==> src/sv/dinic_ram.sv <==
module dinic_ram #(
	parameter int WIDTH = 8,
	parameter int DEPTH = 2
) (
	input  logic                     clk,
	input  logic                     we,
	input  logic [$clog2(DEPTH)-1:0] waddr,
	input  logic [WIDTH-1:0]         wdata,
	input  logic [$clog2(DEPTH)-1:0] raddr,
	output logic [WIDTH-1:0]         rdata
);

	logic [WIDTH-1:0] mem [DEPTH];

	always_ff @(posedge clk) begin
		if (we) begin
			mem[waddr] <= wdata;
		end
		rdata <= mem[raddr];
	end

endmodule

==> config.mk <==
export PLATFORM = sky130hd
export DESIGN_NAME = dinic_ram
export DESIGN_NICKNAME = d
export VERILOG_FILES = /design/src/sv/dinic_ram.sv
export SDC_FILE = /design/constraint.sdc
export NUM_CORES = 1
export LEC_CHECK = 0
export BUFFER_PORTS_ARGS = -buffer_cell sky130_fd_sc_hd__buf_2
export CAP_MARGIN = 20
export CORE_UTILIZATION = 52
export DETAILED_ROUTE_END_ITERATION = 10
export PLACE_DENSITY = 0.78
export SYNTH_ARGS = -nofsm -noshare
export SYNTH_HDL_FRONTEND = slang
export SYNTH_SLANG_ARGS = --single-unit
==> constraint.sdc <==
create_clock -name clk -period 1.9 [get_ports clk]
set_input_delay 0.38 -clock clk [delete_from_list [all_inputs] [get_ports clk]]
set_output_delay 0.38 -clock clk [all_outputs]
set_load 0.02 [all_outputs]
After elaboration in Yosys (flattened, before gate mapping)
Memory sizes are Yosys's and may differ from the RTL's. A register that Yosys moved wholly into a read port is not among the register bits.
Cells that the tools add are included.

word-level totals
  bits in writable memories = 16
  register bits = 0
  memories = 1
  input port bits = 12

memory list
  name  words  bits a word  read ports  clocked after Yosys merged registers in  wr ports  line  source
  mem   2      8            1           1                                        1         13    logic [WIDTH-1:0] mem [DEPTH];

operators by class
  multiplexer cells = 2

operator list
  cell              number
  1-bit 2-to-1 mux  2

Logic depth before layout (Yosys ltp)
Gate-level depths: netlist (run 1).

  depth after elaboration = 2
  depth in mapped cells = 2
  mapped depth without buffers = 1

Worst setup path before layout (run 1)
OpenSTA, ideal clock, no wires.

  kind = input -> register
  from = input port we
  to = memory mem[0][0] (enable)
  slack = 0.727 ns
  stages = 1
  library setup time = 0.373 ns
  arrival = 0.800 ns
  buffers on the path = 0
  cells stage by stage = nor2b_1

on the way
  word-level cells in the longest chain between the ends = 2

RTL lines
  item                                    line  source
  start, declared                         6     input logic we,
  1-bit 2-to-1 mux                        16    if (we) begin
  1-bit 2-to-1 mux (implied by the code)  17    mem[waddr] <= wdata;
  end, declared                           13

No other way between the ends.

Final worst setup path (run 1)
  from = register rdata[1] (read register of mem)
  to = output port rdata[1]

RTL lines
  item             line  source
  start, declared  10    output logic [WIDTH-1:0] rdata

No word-level cell between the ends.

==> results of run 1 <==
## stage by stage
step | cell area [um^2] | hold WS (ns) | total power [W] | setup slack [ns] | instances
floorplan | 785 | 0.452 | 0.000674 | 0.727 | 35
global placement | 887 | 0.455 | 0.000703 | 0.562 | 68
detailed placement | 887 | 0.459 | 0.000705 | 0.516 | 68
CTS | 910 | 0.252 | 0.000903 | 0.734 | 71
global route | 910 | 0.248 | 0.000924 | 0.691 | 71
finish | 910 | 0.261 | 0.000894 | 0.747 | 71
## power groups by stage
| stage | clock, W | sequential (W) | combinational (W) |
|---|---|---|---|
| 4_1_cts | 0.000210 | 0.000607 | 0.0000864 |
| 3_3_place_gp | 0 | 0.000618 | 0.0000847 |
| 2_1_floorplan | 0 | 0.000638 | 0.0000359 |
| 3_5_place_dp | 0 | 0.000619 | 0.0000863 |
| 6_report | 0.000202 | 0.000606 | 0.0000854 |
| 5_1_grt | 0.000220 | 0.000612 | 0.0000924 |
## final timing paths
kind	start	end	slack, ns	depth (start not counted)
max	rdata[1]	rdata[1]	0.75	1
min	wdata[7]	mem[0][7]	0.26	1
max reg2reg	mem[0][0]	rdata[0]	1.13	1
min reg2reg	mem[1][5]	rdata[5]	0.48	1
## state kept, by name, indices dropped and copies added (netlist names)
register	count
mem	16
rdata	8
## final cells by class
cell class / instances / area, um^2 / share of cell area [%]
timing repair buffer: 19 / 95.1 / 10.5
tap: 15 / 18.8 / 2.06
multi-input combinational: 10 / 133 / 14.6
sequential: 24 / 641 / 70.4
clock buffer: 3 / 22.5 / 2.48
## cell families (layout without fill, tap and decap cells)
group / count (synthesis) / in the layout / synth area share, %
muxes: 8 / 8 / 15.3
buffers and inverters: 1 / 22 / 1.44
and+or+nand+nor: 2 / 2 / 1.60
DFF: 24 / 24 / 81.7
## cells in the final DEF, fill, tap and decap left out, drive strengths merged
master,count
nor2b,1
and2,1
clkbuf,3
mux2,8
buf,19
edfxtp,16
dfxtp,8
## per-layer routing
metal / wire, um / GRT usage, % / vias to the layer above / part of all wire, %
met2: 464 / 19.9 / 18 / 53
met3: 59 / 3.26 / 2 / 6.8
met4: 7 / 10.0 / 0 / 0.80
met5: 0 / 0 / - / 0
li1: - / - / 172 / -
met1: 340 / 14.7 / 162 / 39
==> flow_metrics.tcl, run 1 <==
set metrics [dict create \
    via_per_inst 4.99 \
    core-area_um2 1350 \
    critPathCaptureType "output pin" \
    cts_htree_levels 1 \
    ys_seq_area_share_pct 81.7 \
    cts-resized-gates 0 \
    skew_ns 0.000720 \
    status "completed" \
    start_kind "flip-flop" \
    cp_top_family "flip-flops" \
    synth_enable_flop_cells 16 \
    grt_max_degree 13 \
    routed_wirelength_um 872 \
    grt-ovfl-total 0 \
    nNetsFinal 70 \
    synth_cell_types 6 \
    clkSinkCount 24 \
    ant_nets 0 \
    n_fill_cell 97 \
    worstPathMaxFanout 1 \
    avgSynthCellArea_um2 22.4 \
    drt_iter0_markers 11 \
    slew-limit-headroom_pct 57.5 \
    cts_hold_buf 0 \
    start_util_pct 58.1 \
    grt_pass1_wl_um 1260 \
    combPwrFrac_pct 9.5 \
    final_util_pct 67.4 \
    areaGrowthSynthToFinish_pct 15.9 \
    route.vias.total 354 \
    crit_required_ns 1.52 \
    slew_violations 0 \
    io_buffers 19 \
    cts_setup_buffers 0 \
    yosysTopAreaCellShare_pct 61.2 \
    clock_path_buffers 2 \
    pwr_density_cell_nw_per_um2 983 \
    path_buf_inv 1 \
    clock_latency_ns 0.29 \
    ys_seq_elements 24 \
    first_pass_iters 4 \
    route.detailed.drc 0 \
    numCtsBuffers 3 \
    synthArstFlopShare_pct 0 \
    drive_gt1_share_pct 53.6 \
    antenna_found_initial 0 \
    tritoncts "built" \
    arrival_ns 0.77 \
    diodes 0 \
    rows 13 \
    syn-num-nets 47 \
    io_pins 20 \
    grt_setup_unrepaired "false" \
    internal_power_w 0.000713 \
    synth_cells 35 \
    gp_congestion 0.685 \
    synth_warnings 0 \
    max_freq_mhz 867 \
    finalCriticalPeriod_ns 1.15 \
    synth.top_cells.by_count "edfxtp_1 (16), dfxtp_1 (8), mux2_4 (8)" \
    pwr-share-seq_pct 67.8 \
    clk_pin_slew_ns 0.11 \
    setup_tns_ns 0 \
    hold_viol 0 \
    p_switching_w 0.000180 \
    cellLeakagePower_nw 0.377 \
    cpMaxStageDelayCell "dfxtp_1" \
    dieWidth_um 40.8 \
    max_stage_delay_ns 0.33 \
    yosysTopAreaCell "edfxtp_1" \
    fin_crit_sh_pct 60.7 \
    grt_pass1_vias 308 \
    holdCritPathClass "in -> reg" \
    crit_chain "buf_2" \
    die_y_um 40.8 \
    tightest_slew_ns 0.636 \
    dp.final_hpwl_um 602 \
    p_sw_share_pct 20.2 \
    synth_area_leaders "edfxtp_1 (61%), dfxtp_1 (20%), mux2_4 (15%)" \
    yosysMostFrequentCell "edfxtp_1" \
    gr-usage-all-layers_pct 12.7 \
    drv_cap 0 \
    avgRoutedWirePerCell_um 12.3 \
    dieArea_um2 1670 \
    yosys_most_used_dff "edfxtp_1" \
    cts_root_buf "clkbuf_4" \
    synth_area_um2 785 \
    critical_path_class "reg -> out" \
    clkPwrFrac_pct 22.6 \
    vdd_drop_max_uv 580 \
    setup_violations 0 \
]
Power figures use the tool's default switching activity.
==> inputs of run 2 (changes only) <==
CORE_UTILIZATION = 48   (was 52)
PLACE_DENSITY = 0.73   (was 0.78)
clock period = 1.1 ns   (was 1.9 ns; I/O delays follow)
==> run 2 against run 1 <==
  * Non-clock buffer count is 1 higher
  * Clock power is 70% higher
  * Register-to-register slack worse by 0.80 ns
  * Global-route usage is 2.5 points lower
  * Largest cell class unchanged
==> flow_metrics.tcl, run 2 (synthesized netlist as in run 1, its figures left out) <==
set metrics [dict create \
    status "completed" \
    route.vias.total 341 \
    arrival_ns 0.77 \
    via_per_inst 4.67 \
    drive_gt1_share_pct 54.4 \
    max_freq_mhz 1010 \
    slew-limit-headroom_pct 77.1 \
    numCtsBuffers 3 \
    fin_crit_sh_pct 90.3 \
    critPathCaptureType "output pin" \
    finalCriticalPeriod_ns 0.993 \
    cts_root_buf "clkbuf_4" \
    grt_max_degree 13 \
    vdd_drop_max_uv 1170 \
    layout_common_cells "buf_2 (19), edfxtp_1 (16), mux2_4 (8), dfxtp_1 (8), clkbuf_4 (3)" \
    largest_reg_flops 16 \
    critical_path_class "reg -> out" \
    io_buffers 19 \
    gp_congestion 0.622 \
    path_buf_inv 1 \
    max_stage_delay_ns 0.33 \
    cts_htree_levels 1 \
    tritoncts "built" \
    dieArea_um2 1800 \
    cp.depth 1 \
    route.detailed.drc 0 \
    cts_setup_buffers 0 \
    ant_nets 0 \
    crit_required_ns 0.88 \
    grt_setup_unrepaired "false" \
    pwr_density_cell_nw_per_um2 1680 \
    clock_path_buffers 2 \
    areaGrowthSynthToFinish_pct 17.1 \
    final_util_pct 60.3 \
    io_pins 20 \
    crit_chain "buf_2" \
    worstPathMaxFanout 1 \
    antenna_found_initial 0 \
    routed_wirelength_um 813 \
    cp_top_family "flip-flops" \
    gr-usage-all-layers_pct 10.2 \
    avgRoutedWirePerCell_um 11.1 \
    first_pass_iters 4 \
    start_kind "flip-flop" \
    rr_worst_depth 1 \
    diodes 0 \
    grt_pass1_vias 277 \
    grt_pass1_wl_um 1260 \
    largest-register "mem" \
    die_y_um 42.4 \
    reg_top3 "mem: 16 flops, rdata: 8 flops" \
    dieWidth_um 42.4 \
    holdWs_ns 0.107 \
    cts_hold_buf 0 \
    start_util_pct 51.5 \
    grt-ovfl-total 0 \
    clk_pin_slew_ns 0.11 \
    whs_path_depth 1 \
    clock_latency_ns 0.29 \
    drv_cap 0 \
    setup_tns_ns 0 \
    tightest_slew_ns 0.344 \
    hold_viol 0 \
    final_common_cell "buf_2" \
    cpMaxStageDelayCell "dfxtp_1" \
    core-area_um2 1520 \
    skew_ns 0.000519 \
    nNetsFinal 71 \
    cts-resized-gates 0 \
    holdCritPathClass "in -> reg" \
    clkSinkCount 24 \
    setup_violations 0 \
    drt_iter0_markers 5 \
    cellLeakagePower_nw 0.382 \
    rows 14 \
    slew_violations 0 \
]
[run 2: changes by cell type in the layout (fill, tap and decap cells not counted)]
cell	change
buf_4	+1
[run 2: report_power, final]
part	internal [W]	leakage, nW	switching, W	total (W)
Sequential	0.00103	0.218	0.0000149	0.00105
Combinational	0.0000747	0.150	0.0000750	0.000150
Clock	0.000127	0.0138	0.000217	0.000344
[run 2: final cells by class]
| class | count | area [um^2] |
|---|---|---|
| tap | 16 | 20.0 |
| multi-input combinational | 10 | 133 |
| fill | 120 | 606 |
| clock buffer | 3 | 22.5 |
| sequential | 24 | 641 |
| timing repair buffer | 20 | 103 |
[run 2: path summary, 6_finish.rpt]
check                           startpoint         to  slack (ns)
worst max-delay path              rdata[1]   rdata[1]        0.11
worst min-delay path              wdata[7]  mem[0][7]        0.11
worst max register to register   mem[0][4]   rdata[4]        0.33
worst min register to register   mem[1][0]   rdata[0]        0.48
[run 2: metal layers]
metal / up-vias / track usage (%) / part of all wire, %
met5: - / 0 / 0
met4: 0 / 7.50 / 0.86
met3: 2 / 2.59 / 5.5
met2: 15 / 14.5 / 51
met1: 150 / 13.5 / 43
li1: 174 / - / -
[run 2: per-stage QoR]
| stage | instance area [um^2] | instances | total power [W] | setup slack (ns) |
|---|---|---|---|---|
| global placement | 896 | 70 | 0.00122 | 0.132 |
| floorplan | 785 | 35 | 0.00116 | 0.0866 |
| global route | 918 | 73 | 0.00159 | 0.0728 |
| CTS | 918 | 73 | 0.00156 | 0.0888 |
| detailed placement | 896 | 70 | 0.00122 | 0.106 |
| finish | 918 | 73 | 0.00154 | 0.107 |
==> inputs of run 3 (changes only) <==
CORE_UTILIZATION = 52   (was 48)
CTS_BUF_LIST = sky130_fd_sc_hd__clkbuf_4   (was unset)
PLACE_DENSITY = 0.78   (was 0.73)
TNS_END_PERCENT = 5   (was unset)
==> run 3 against run 2 <==
  * Critical path depth is the same
  * Hold slack lost 0.0097 ns
  * Clock-buffer cell count is the same
  * Wire length grew 5.4%
  * Largest power group unchanged
  * Highest routed layer unchanged
  * Combinational power is essentially flat
  * Register-to-register slack is essentially flat
  * Via count grew 5.0%
  * Final cell count grew 1.4%
  * Sequential power is essentially flat
  * Global-route usage grew 3.8 points
  * Utilization grew 8.5 points
==> flow_metrics.tcl, run 3 (synthesized netlist as in run 1, its figures left out) <==
set metrics [dict create \
    largest_reg_flops 16 \
    hold_end "mem[1][4]" \
    first_pass_iters 1 \
    cts_htree_levels 1 \
    n_fill_cell 99 \
    clk_pin_slew_ns 0.11 \
    dieWidth_um 40.8 \
    rows 13 \
    areaGrowthSynthToFinish_pct 18.3 \
    grt-ovfl-total 0 \
    ant_nets 0 \
    dieArea_um2 1670 \
    clock_path_buffers 2 \
    met2_usage_pct 25.0 \
    place_ws_ns 0.113 \
    start_util_pct 58.1 \
    nNetsFinal 72 \
    vdd_drop_max_uv 1120 \
    slew_violations 0 \
    max_freq_mhz 1000 \
    cpMaxStageDelayCell "dfxtp_1" \
    reg_top3 "mem: 16 flops, rdata: 8 flops" \
    drive_gt1_share_pct 54.2 \
    tritoncts "built" \
    whs_path_depth 1 \
    gp_congestion 0.721 \
    critPathCaptureType "output pin" \
    gr-usage-all-layers_pct 14.0 \
    layout_common_cells "buf_2 (19), edfxtp_1 (16), mux2_4 (8), dfxtp_1 (8), clkbuf_4 (3)" \
    hold_viol 0 \
    total_power_w 0.00156 \
    route.vias.total 358 \
    cts_root_buf "clkbuf_4" \
    clkSinkCount 24 \
    cts_setup_buffers 0 \
    slew-limit-headroom_pct 77.6 \
    cellLeakagePower_nw 0.389 \
    crit_required_ns 0.88 \
    arrival_ns 0.78 \
    critical_path_class "reg -> out" \
    final_common_cell "buf_2" \
    numCtsBuffers 3 \
    crit_chain "buf_2" \
    start_kind "flip-flop" \
    status "completed" \
    holdCritPathClass "in -> reg" \
    setup_tns_ns 0 \
    die_y_um 40.8 \
    finalCriticalPeriod_ns 1.00 \
    grt_pass1_vias 353 \
    drv_cap 0 \
    gr-usage-met1_pct 13.9 \
    clock_latency_ns 0.30 \
    worstPathMaxFanout 1 \
    max_stage_delay_ns 0.33 \
    tightest_slew_ns 0.336 \
    io_pins 20 \
    via_per_inst 4.84 \
    rr_endpoint "rdata[4]" \
    cts-resized-gates 0 \
    cp_top_family "flip-flops" \
    largest-register "mem" \
    antenna_found_initial 0 \
    diodes 0 \
    grt_pass1_wl_um 1370 \
    grt_max_degree 14 \
    worst_slack_ns 0.100 \
    globalRouteMet3Util_pct 3.26 \
    r2r_start "mem[0][4]" \
    pwr_density_cell_nw_per_um2 1680 \
    grt.busiest_layer "met2" \
    setup_violations 0 \
    fin_crit_sh_pct 90.9 \
    cts_hold_buf 0 \
    path_buf_inv 1 \
    drt_iter0_markers 0 \
    rr_worst_depth 1 \
    r2r_setup_slack_ns 0.34 \
    grt_setup_unrepaired "false" \
    hold_start "wdata[4]" \
    avgRoutedWirePerCell_um 11.6 \
    routed_wirelength_um 857 \
    io_buffers 19 \
    core-area_um2 1350 \
    skew_ns 0.00129 \
    route.detailed.drc 0 \
]
run 3: changes by cell type in the layout (fill, tap and decap cells not counted), sizes merged:
cell	change
clkinv	+1
buf	+1
run 3: metal layers:
metal	share of wire [%]	up-vias
li1	-	176
met1	39	164
met2	53	14
met3	4.9	4
met4	3.2	0
met5	0	-
run 3: layout make-up:
cell class,count,area (um^2),share of cell area [%]
Sequential cell,24,641,69.0
Timing Repair Buffer,21,110,11.9
Clock buffer,3,22.5,2.43
Tap cell,15,18.8,2.02
Multi-Input combinational cell,10,133,14.3
Clock inverter,1,3.75,0.404
run 3: power breakdown:
part / total [W] / switching (W) / internal (W)
combinational: 0.000152 / 0.0000751 / 0.0000769
clock: 0.000364 / 0.000231 / 0.000132
sequential: 0.00105 / 0.0000147 / 0.00103
run 3: stage by stage:
stage / cell area (um^2) / std cells / util (%) / hold slack [ns]
3_5_place_dp: 902 / 70 / 66.8 / 0.412
6_report: 928 / 74 / 68.8 / 0.0973
2_1_floorplan: 785 / 35 / - / 0.319
5_1_grt: 928 / 74 / 68.8 / 0.0855
3_3_place_gp: 902 / 70 / 66.8 / 0.409
4_1_cts: 928 / 74 / 68.8 / 0.0886
run 3: worst max-delay path by stage:
stage                      endpoint  slack [ns]      from  cells past startpoint
final                      rdata[0]        0.10  rdata[0]                      1
after CTS                  rdata[0]        0.09  rdata[0]                      1
after floorplan           mem[0][0]        0.09        we                      1
after detailed placement  mem[1][2]        0.11     waddr                      2
after global routing       rdata[6]        0.04  rdata[6]                      1
after global placement    mem[1][5]        0.14     waddr                      2
